### src/design/ptq_pkg.sv
`default_nettype none
package ptq_pkg;

  // default sizes
  localparam int NUM_TIMERS_DEF = 16;
  localparam int TIME_WIDTH_DEF = 32;

  // a tick fires at most this many slots
  localparam int MAX_RES = 16;
  localparam int CNT_W   = $clog2(MAX_RES + 1);

  // request commands
  localparam logic [1:0] CMD_ADD    = 2'd0;
  localparam logic [1:0] CMD_DELETE = 2'd1;
  localparam logic [1:0] CMD_TICK   = 2'd2;
  localparam logic [1:0] CMD_QUERY  = 2'd3;

  // result status codes
  localparam logic [2:0] ST_DONE    = 3'd0;
  localparam logic [2:0] ST_EXPIRED = 3'd1;
  localparam logic [2:0] ST_DELAY   = 3'd2;
  localparam logic [2:0] ST_MISS    = 3'd3;
  localparam logic [2:0] ST_NONE    = 3'd4;

  // controller to datapath
  typedef struct packed {
    logic accept;
    logic start_scan;
    logic finish;
    logic flush;
  } ctrl_cmd_t;

  // datapath to controller
  typedef struct packed {
    logic scan_end;
    logic best_valid;
    logic is_query;
    logic cnt_last;
  } dp_status_t;

endpackage
`default_nettype wire

### src/design/ptq_ram.sv
`default_nettype none
module ptq_ram #(
  parameter int WIDTH = 32,
  parameter int DEPTH = 16
) (
  input  wire logic                     clk,
  input  wire logic                     we,
  input  wire logic [$clog2(DEPTH)-1:0] waddr,
  input  wire logic [WIDTH-1:0]         wdata,
  input  wire logic [$clog2(DEPTH)-1:0] raddr,
  output logic      [WIDTH-1:0]         rdata
);

  logic [WIDTH-1:0] mem [DEPTH];

  // write port and registered read port
  always_ff @(posedge clk) begin
    if (we) begin
      mem[waddr] <= wdata;
    end
    rdata <= mem[raddr];
  end

endmodule
`default_nettype wire

### src/design/ptq_ctrl.sv
`default_nettype none
module ptq_ctrl (
  input  wire logic                 clk,
  input  wire logic                 rst_n,
  input  wire logic                 start,
  input  wire logic [1:0]           in_command,
  input  wire ptq_pkg::dp_status_t  status,
  output logic                      busy,
  output ptq_pkg::ctrl_cmd_t        cmd
);

  localparam logic [1:0] S_IDLE  = 2'd0;
  localparam logic [1:0] S_SCAN  = 2'd1;
  localparam logic [1:0] S_FIN   = 2'd2;
  localparam logic [1:0] S_FLUSH = 2'd3;

  logic [1:0] state_r, state_nxt;
  logic       scan_cmd;
  logic       rescan;

  assign busy     = (state_r != S_IDLE);
  assign scan_cmd = (in_command == ptq_pkg::CMD_TICK) ||
                    (in_command == ptq_pkg::CMD_QUERY);
  assign rescan   = (state_r == S_FIN) && !status.is_query &&
                    status.best_valid && !status.cnt_last;

  // issue commands
  always_comb begin
    cmd.accept     = start && !busy;
    cmd.start_scan = (start && !busy && scan_cmd) || rescan;
    cmd.finish     = (state_r == S_FIN);
    cmd.flush      = (state_r == S_FLUSH);
  end

  // sequence the scans
  always_comb begin
    state_nxt = state_r;
    unique case (state_r)
      S_IDLE: begin
        if (start && scan_cmd) state_nxt = S_SCAN;
      end
      S_SCAN: begin
        if (status.scan_end) state_nxt = S_FIN;
      end
      S_FIN: begin
        if (status.is_query || !status.best_valid) state_nxt = S_IDLE;
        else if (status.cnt_last) state_nxt = S_FLUSH;
        else state_nxt = S_SCAN;
      end
      S_FLUSH: begin
        state_nxt = S_IDLE;
      end
      default: state_nxt = S_IDLE;
    endcase
  end

  always_ff @(posedge clk) begin
    if (!rst_n) begin
      state_r <= S_IDLE;
    end else begin
      state_r <= state_nxt;
    end
  end

  // the scan end may only come while scanning
  a_end_in_scan: assert property (@(posedge clk) disable iff (!rst_n)
    status.scan_end |-> state_r == S_SCAN)
    else $error("scan end outside scan");

endmodule
`default_nettype wire

### src/design/ptq_dp.sv
`default_nettype none
module ptq_dp #(
  parameter int NUM_TIMERS = ptq_pkg::NUM_TIMERS_DEF,
  parameter int TIME_WIDTH = ptq_pkg::TIME_WIDTH_DEF
) (
  input  wire logic                 clk,
  input  wire logic                 rst_n,
  input  wire ptq_pkg::ctrl_cmd_t   cmd,
  input  wire logic [1:0]           in_command,
  input  wire logic [3:0]           in_timer_slot,
  input  wire logic [31:0]          in_period_ms,
  input  wire logic                 in_repeat_req,
  input  wire logic [31:0]          in_now_ms,
  output ptq_pkg::dp_status_t       status,
  output logic                      out_valid,
  output logic [2:0]                out_status,
  output logic [3:0]                out_expired_slot,
  output logic [31:0]               out_next_delay_ms,
  output logic                      out_last
);

  localparam int SW = $clog2(NUM_TIMERS);
  localparam int TW = TIME_WIDTH;
  localparam int DW = (TW > 32) ? TW : 32;
  localparam logic [SW-1:0] LAST_IDX = SW'(NUM_TIMERS - 1);

  logic [NUM_TIMERS-1:0] armed_r, picked_r, rep_r;
  logic [TW-1:0]  now_r;
  logic           is_query_r;
  logic [ptq_pkg::CNT_W-1:0] cnt_r;

  logic [SW-1:0]  rd_addr_r, cmp_idx_r;
  logic           scan_r, cmp_valid_r;
  logic [TW-1:0]  dl_q, per_q;

  logic           best_valid_r;
  logic [SW-1:0]  best_idx_r;
  logic [TW-1:0]  best_dl_r, best_per_r;

  logic           pend_valid_r;
  logic [SW-1:0]  pend_idx_r;

  logic           out_valid_r, out_last_r;
  logic [2:0]     out_status_r;
  logic [3:0]     out_slot_r;
  logic [31:0]    out_delay_r;

  logic [TW-1:0]  now_in, per_in;
  logic           in_range;
  logic [SW-1:0]  in_idx;
  logic           is_add, is_del, fire;
  logic           dl_we;
  logic [SW-1:0]  dl_waddr;
  logic [TW-1:0]  dl_wdata;
  logic           cand;
  logic [TW-1:0]  diff;
  logic [DW-1:0]  diff_ext;
  logic [31:0]    delay;

  assign now_in   = TW'(in_now_ms);
  assign per_in   = TW'(in_period_ms);
  assign in_range = 32'(in_timer_slot) < NUM_TIMERS;
  assign in_idx   = SW'(in_timer_slot);
  assign is_add   = cmd.accept && (in_command == ptq_pkg::CMD_ADD) && in_range;
  assign is_del   = cmd.accept && (in_command == ptq_pkg::CMD_DELETE);
  assign fire     = cmd.finish && !is_query_r && best_valid_r;

  // share one write port between add and rearm
  assign dl_we    = is_add || (fire && rep_r[best_idx_r]);
  assign dl_waddr = is_add ? in_idx : best_idx_r;
  assign dl_wdata = is_add ? (now_in + per_in) : (now_r + best_per_r);

  ptq_ram #(.WIDTH(TW), .DEPTH(NUM_TIMERS)) u_deadline (
    .clk(clk), .we(dl_we), .waddr(dl_waddr), .wdata(dl_wdata),
    .raddr(rd_addr_r), .rdata(dl_q)
  );

  ptq_ram #(.WIDTH(TW), .DEPTH(NUM_TIMERS)) u_period (
    .clk(clk), .we(is_add), .waddr(in_idx), .wdata(per_in),
    .raddr(rd_addr_r), .rdata(per_q)
  );

  // candidate for the running minimum
  assign cand = cmp_valid_r && armed_r[cmp_idx_r] &&
                (is_query_r || (!picked_r[cmp_idx_r] && dl_q <= now_r));

  // query delay, saturated to the port width
  assign diff     = best_dl_r - now_r;
  assign diff_ext = DW'(diff);
  always_comb begin
    if (!best_valid_r) delay = '1;
    else if (best_dl_r <= now_r) delay = '0;
    else if (diff_ext > DW'(32'hFFFF_FFFF)) delay = '1;
    else delay = 32'(diff_ext);
  end

  always_comb begin
    status.scan_end   = cmp_valid_r && (cmp_idx_r == LAST_IDX);
    status.best_valid = best_valid_r;
    status.is_query   = is_query_r;
    status.cnt_last   = (cnt_r == ptq_pkg::CNT_W'(ptq_pkg::MAX_RES - 1));
  end

  // scan control
  always_ff @(posedge clk) begin
    if (!rst_n) begin
      scan_r      <= 1'b0;
      cmp_valid_r <= 1'b0;
      rd_addr_r   <= '0;
    end else begin
      cmp_valid_r <= scan_r;
      if (cmd.start_scan) begin
        scan_r    <= 1'b1;
        rd_addr_r <= '0;
      end else if (scan_r) begin
        if (rd_addr_r == LAST_IDX) scan_r <= 1'b0;
        else rd_addr_r <= rd_addr_r + 1'b1;
      end
    end
  end

  always_ff @(posedge clk) begin
    cmp_idx_r <= rd_addr_r;
  end

  // track the earliest candidate, lower slot on ties
  always_ff @(posedge clk) begin
    if (!rst_n) begin
      best_valid_r <= 1'b0;
    end else if (cmd.start_scan) begin
      best_valid_r <= 1'b0;
    end else if (cand && (!best_valid_r || dl_q < best_dl_r)) begin
      best_valid_r <= 1'b1;
    end
  end

  always_ff @(posedge clk) begin
    if (cand && (!best_valid_r || dl_q < best_dl_r)) begin
      best_idx_r <= cmp_idx_r;
      best_dl_r  <= dl_q;
      best_per_r <= per_q;
    end
  end

  // slot flags, request context and fired count
  always_ff @(posedge clk) begin
    if (!rst_n) begin
      armed_r      <= '0;
      picked_r     <= '0;
      cnt_r        <= '0;
      pend_valid_r <= 1'b0;
      is_query_r   <= 1'b0;
    end else begin
      if (cmd.accept) begin
        is_query_r   <= (in_command == ptq_pkg::CMD_QUERY);
        picked_r     <= '0;
        cnt_r        <= '0;
        pend_valid_r <= 1'b0;
      end
      if (is_add) armed_r[in_idx] <= 1'b1;
      if (is_del && in_range) armed_r[in_idx] <= 1'b0;
      if (fire) begin
        picked_r[best_idx_r] <= 1'b1;
        if (!rep_r[best_idx_r]) armed_r[best_idx_r] <= 1'b0;
        cnt_r        <= cnt_r + 1'b1;
        pend_valid_r <= 1'b1;
      end
    end
  end

  always_ff @(posedge clk) begin
    if (cmd.accept) now_r <= now_in;
    if (is_add) rep_r[in_idx] <= in_repeat_req;
    if (fire) pend_idx_r <= best_idx_r;
  end

  // result strobe
  always_ff @(posedge clk) begin
    if (!rst_n) begin
      out_valid_r <= 1'b0;
    end else begin
      out_valid_r <= (cmd.accept && !(in_command == ptq_pkg::CMD_TICK ||
                                      in_command == ptq_pkg::CMD_QUERY)) ||
                     (cmd.finish && (is_query_r || !best_valid_r || pend_valid_r)) ||
                     cmd.flush;
    end
  end

  // result payload
  always_ff @(posedge clk) begin
    out_slot_r  <= '0;
    out_delay_r <= '0;
    out_last_r  <= 1'b1;
    out_status_r <= ptq_pkg::ST_DONE;
    if (is_del) begin
      out_status_r <= (in_range && armed_r[in_idx]) ? ptq_pkg::ST_DONE : ptq_pkg::ST_MISS;
    end else if (cmd.finish && is_query_r) begin
      out_status_r <= ptq_pkg::ST_DELAY;
      out_delay_r  <= delay;
    end else if (cmd.finish || cmd.flush) begin
      if (pend_valid_r) begin
        out_status_r <= ptq_pkg::ST_EXPIRED;
        out_slot_r   <= 4'(pend_idx_r);
        out_last_r   <= cmd.flush || !best_valid_r;
      end else begin
        out_status_r <= ptq_pkg::ST_NONE;
      end
    end
  end

  assign out_valid         = out_valid_r;
  assign out_status        = out_status_r;
  assign out_expired_slot  = out_slot_r;
  assign out_next_delay_ms = out_delay_r;
  assign out_last          = out_last_r;

  a_scan_stops: assert property (@(posedge clk) disable iff (!rst_n)
    status.scan_end |=> !cmp_valid_r)
    else $error("scan ran past last slot");

  a_cnt_bound: assert property (@(posedge clk) disable iff (!rst_n)
    cnt_r <= ptq_pkg::CNT_W'(ptq_pkg::MAX_RES))
    else $error("fired count beyond limit");

  a_fired_counted: assert property (@(posedge clk) disable iff (!rst_n)
    out_valid_r && out_status_r == ptq_pkg::ST_EXPIRED |-> cnt_r != '0)
    else $error("expiry without a fired slot");

endmodule
`default_nettype wire

### src/design/periodic_timer_queue.sv
`default_nettype none
// Channel  | Ports                                           | Handshake
// request  | in_command in_timer_slot in_period_ms           | start && !busy
//          | in_repeat_req in_now_ms                         |
// result   | out_status out_expired_slot out_next_delay_ms   | out_valid, one cycle
//          | out_last                                        |
//
// Add and delete do not make the block busy; the result follows on the next cycle.
// A query makes one pass of the slot scan, one slot a
// cycle through the registered read of the deadline memory.
// A tick runs one scan per fired slot and a last scan that finds none; a tick
// that fires 16 slots ends with the flush state in place of that last scan.
// Synchronous active-low reset disarms every slot; no clearing pass.
// The receiver cannot stall: each result shows for exactly one cycle.
module periodic_timer_queue #(
  parameter int NUM_TIMERS = ptq_pkg::NUM_TIMERS_DEF,
  parameter int TIME_WIDTH = ptq_pkg::TIME_WIDTH_DEF
) (
  input  wire logic        clk,
  input  wire logic        rst_n,
  input  wire logic        start,
  output logic             busy,
  input  wire logic [1:0]  in_command,
  input  wire logic [3:0]  in_timer_slot,
  input  wire logic [31:0] in_period_ms,
  input  wire logic        in_repeat_req,
  input  wire logic [31:0] in_now_ms,
  output logic             out_valid,
  output logic [2:0]       out_status,
  output logic [3:0]       out_expired_slot,
  output logic [31:0]      out_next_delay_ms,
  output logic             out_last
);

  ptq_pkg::ctrl_cmd_t  cmd;
  ptq_pkg::dp_status_t status;

  ptq_ctrl u_ctrl (
    .clk(clk), .rst_n(rst_n), .start(start), .in_command(in_command),
    .status(status), .busy(busy), .cmd(cmd)
  );

  ptq_dp #(.NUM_TIMERS(NUM_TIMERS), .TIME_WIDTH(TIME_WIDTH)) u_dp (
    .clk(clk), .rst_n(rst_n), .cmd(cmd), .in_command(in_command),
    .in_timer_slot(in_timer_slot), .in_period_ms(in_period_ms),
    .in_repeat_req(in_repeat_req), .in_now_ms(in_now_ms), .status(status),
    .out_valid(out_valid), .out_status(out_status),
    .out_expired_slot(out_expired_slot), .out_next_delay_ms(out_next_delay_ms),
    .out_last(out_last)
  );

endmodule
`default_nettype wire
### config.mk
export PLATFORM = sky130hd
export DESIGN_NAME = periodic_timer_queue
export DESIGN_NICKNAME = d
export VERILOG_FILES = /design/src/design/ptq_pkg.sv /design/src/design/ptq_ram.sv /design/src/design/ptq_ctrl.sv /design/src/design/ptq_dp.sv /design/src/design/periodic_timer_queue.sv
export SDC_FILE = /design/constraint.sdc
export NUM_CORES = 2
export LEC_CHECK = 0
export ABC_AREA = 1
export BUFFER_PORTS_ARGS = -buffer_cell sky130_fd_sc_hd__buf_4
export CAP_MARGIN = 20
export CORE_ASPECT_RATIO = 2
export CORE_MARGIN = 2
export CORE_UTILIZATION = 55
export CTS_CLUSTER_SIZE = 28
export DETAILED_ROUTE_END_ITERATION = 7
export PLACE_DENSITY = 0.75
export REMOVE_ABC_BUFFERS = 1
export SLEW_MARGIN = 20
export SYNTH_ARGS = -nofsm -noshare
export SYNTH_HDL_FRONTEND = slang
export SYNTH_SLANG_ARGS = --single-unit
### constraint.sdc
create_clock -name clk -period 5.9 [get_ports clk]
set_input_delay 0.885 -clock clk [delete_from_list [all_inputs] [get_ports clk]]
set_output_delay 0.885 -clock clk [all_outputs]
set_load 0.01 [all_outputs]
==> results.md <==
- DRC: 0
- RSZ-0062 raised after global routing: false
- Die width: between 200 and 250 um
- Via density: 6.16
- Layout Skew: ~0.033 ns
- Drt wl/cell: ~25 um
- Iteration-0 DRC Markers: between 4000 and 5000
- Largest area contributor in the netlist: edfxtp_1
- Yosys warnings: 0
- CP Capture Point: u_dp.u_deadline.mem[6][30]$_DFFE_PP_
- Nets: roughly 5000
- Layout Utilization: 61.4%
- GP Congestion: approximately 1
- Cts bufs inserted: approximately 110
- Final antenna-violating net count: 0
- Design Area, Final: 62000 sq um
- Vias in the first global route: about 38000
- Core box area: 101000 sq um
- Outcome: complete, no violations
- Row cnt: between 150 and 200
- CP required: between 6 and 7 ns
- Synth area leaders: edfxtp_1, dfxtp_1, nor2_1
- Leakage: 21.5 nW
- Post-synth EDFFs: around 1100
- # setup viols final: 0
- Clock Sinks: approximately 1300
- Worst-path clk slew: 0.08 ns
- Avg Synthesized Cell Area: ~12 sq um
- Root buffer selected by CTS: clkbuf_16
- Main synth FF type: edfxtp_1
- Critical path arrival: approximately 4.2 ns
- Reg2reg start: u_dp.now_r[0]$_DFFE_PP_
- CTS tree: done
- Port Buffers: roughly 120
- PwrDens: 306 nW/um^2
- Overall power: between 0.015 and 0.02 W
- Reg2reg end: u_dp.u_deadline.mem[6][30]$_DFFE_PP_
- Rel. slew slack: between 20% and 30%
- Final Max Slew Viols: 0
- Synth Register Bits: about 1300
- Worst setup SP type: flop
- Critical path endpoint category: flop
- Crit Path Class: flop to flop
- Achievable Freq: 254 MHz
- GR Overflow Total: 0
- I/O pin count: about 120
- Worst setup path startpoint: u_dp.now_r[0]$_DFFE_PP_
- Detailed Routing Iterations Pass 1: 5
- Die area: ~100000 sq um
- Hold Path Class: primary input to flop
- Area of the multi-input gates: about 17000 sq um
- CP Max Fanout: 16
- Max clock buf depth: 3
- Via count: 38568
- Post-Place Setup Slack: approximately 1.7 ns
- H-tree depth: 3
- R2R depth: 11
- Worst setup margin: roughly 2.0 ns
- Max Cap Viol: 0
- Minimum clock period: ~3.9 ns
- Total routed wirelength: 155 mm
- Seq/Total Area, Yosys: 67.0%
- Die height: ~460 um
- Share of layout cells above drive strength 1: around 8.9%
- Layout area overhead: 10.8%
- Netlist Area Pre-Place: 56000 sq um
- Initial Utilization: 55.5%
- Total GRT Usage: between 20% and 30%
- Filler cells: roughly 7700
- Period utilization: around 67%
- Clk_lat worst skew: about 0.75 ns
- Seq. cell area: 37500 sq um
- Mapped Cells: roughly 4800
- Final Hold Viols: 0
- Largest net degree at the start of global routing: 172
- Share of the synthesized area in the top cell type: approximately 60%
- Placed instance area: 58400 sq um
- Asr flop ratio synth: 0%
- Hold buffer count at CTS: 0
- PostCTS Resize Cnt: 0
- Hold WS: around 0.34 ns
- DP HPWL: 102 mm
- Worst IR Drop VDD: roughly 0.26 mV
- First-pass GRT wire length: between 200 and 250 mm
- Synth cell types: 54
- Post-CTS setup buffer count: 0
- Worst-Margin Slew: ~1.1 ns
- Initial antenna violation count: 6
- Setup slack, reg-to-reg: approximately 2.0 ns
-- logic make-up after synthesis --
logic type | Yosys count | share of synthesized area [%]
compound gates | 1037 | 11.6
xor+xnor | 32 | 0.501
fa+ha+maj | 163 | 3.68
buf+inv | 472 | 3.40
flops | 1301 | 67.0
mux | 106 | 1.90
simple gates | 1652 | 12.0
-- report_power, final --
group          switching [W]  internal, W  total [W]
combinational        0.00102     0.000393    0.00142
sequential         0.0000570       0.0102     0.0102
clock                0.00329      0.00402    0.00731
-- how the worst min path moves through the flow --
stage,start,to,slack (ns),depth (start not counted)
after floorplan,u_dp.rd_addr_r[3]$_SDFFE_PP0P_,u_dp.cmp_idx_r[3]$_DFF_P_,0.35,0
after global placement,u_dp.rd_addr_r[3]$_SDFFE_PP0P_,u_dp.cmp_idx_r[3]$_DFF_P_,0.38,0
after detailed placement,u_dp.rd_addr_r[3]$_SDFFE_PP0P_,u_dp.cmp_idx_r[3]$_DFF_P_,0.38,0
after CTS,in_now_ms[7],u_dp.now_r[7]$_DFFE_PP_,0.30,1
after global routing,in_now_ms[7],u_dp.now_r[7]$_DFFE_PP_,0.33,1
final,in_now_ms[20],u_dp.now_r[20]$_DFFE_PP_,0.34,1
-- synthesized netlist by cell type, drive strengths merged, types with 5 or more instances --
cell / number
nand3b: 11
a21o: 10
nor4: 9
edfxtp: 1144
nand2: 569
or2: 5
clkbuf: 145
dfxtp: 157
o21ai: 419
nor2: 827
inv: 249
o32ai: 151
nand3: 194
ha: 160
xor2: 24
o21bai: 5
a211oi: 17
a22oi: 9
buf: 77
a21oi: 246
a221oi: 5
a21boi: 8
o211ai: 27
nor3: 20
nand4: 14
xnor2: 8
o21a: 10
mux2i: 106
o22ai: 18
o221ai: 105
-- layout make-up --
class	count	share of cell area, %
Sequential cell	1301	60.5
Tap cell	1336	2.70
Clock inverter	65	1.21
Multi-Input combinational cell	2990	27.1
Inverter	250	1.53
Timing Repair Buffer	186	2.41
Antenna cell	5	0.0202
Clock buffer	131	4.53
-- per-stage QoR --
| stage | setup TNS, ns | std cells |
|---|---|---|
| final | 0 | 6264 |
| after global routing | 0 | 6263 |
| after CTS | 0 | 6259 |
| after detailed placement | 0 | 6063 |
| after global placement | 0 | 6063 |
| after floorplan | -1415.75 | 4541 |
-- critical path: stages, from the launching register on --
cell and delay (ns):
edfxtp_1 0.51, ha_1 0.24, inv_1 0.07, fa_1 0.40, o21ai_0 0.35, a21boi_1 0.23, o21ai_0 0.76, nand4_1 0.28
nand2_1 0.12, nand2_1 0.05, nand3_1 0.07, nand2_1 0.41
-- flip-flops by register name, indices dropped and copies added, names as in the netlist, 2 cells and up --
name and cells:
u_ctrl.state_r 2, u_dp.u_deadline.rdata 32, u_dp.out_expired_slot 4, u_dp.u_deadline.mem 512
u_dp.best_dl_r 32, u_dp.cmp_idx_r 4, u_dp.pend_idx_r 4, u_dp.armed_r 16
u_dp.best_per_r 32, u_dp.best_idx_r 4, u_dp.rd_addr_r 4, u_dp.rep_r 16
u_dp.u_period.rdata 32, u_dp.u_period.mem 512, u_dp.cnt_r 5, u_dp.out_status 3
u_dp.picked_r 16, u_dp.out_next_delay_ms 32, u_dp.now_r 32
-- cells in the final DEF (no fill, tap or decap), types with 107 or more instances in the layout --
| master | n |
|---|---|
| ha_1 | 160 |
| buf_4 | 178 |
| dfxtp_1 | 154 |
| nand2_1 | 552 |
| o32ai_1 | 151 |
| clkbuf_16 | 107 |
| nand3_1 | 194 |
| o21ai_0 | 397 |
| edfxtp_1 | 1144 |
| inv_1 | 237 |
| a21oi_1 | 235 |
| nor2_1 | 789 |
-- metal layers --
| layer | global-route usage [%] | vias up | share of wire, % |
|---|---|---|---|
| met1 | 31.8 | 18790 | 34 |
| met2 | 53.1 | 1791 | 53 |
| met5 | 0 | - | 0 |
| met3 | 4.22 | 479 | 6.8 |
| met4 | 19.2 | 0 | 6.9 |
| li1 | - | 17508 | - |
Power figures use the tool's default switching activity.
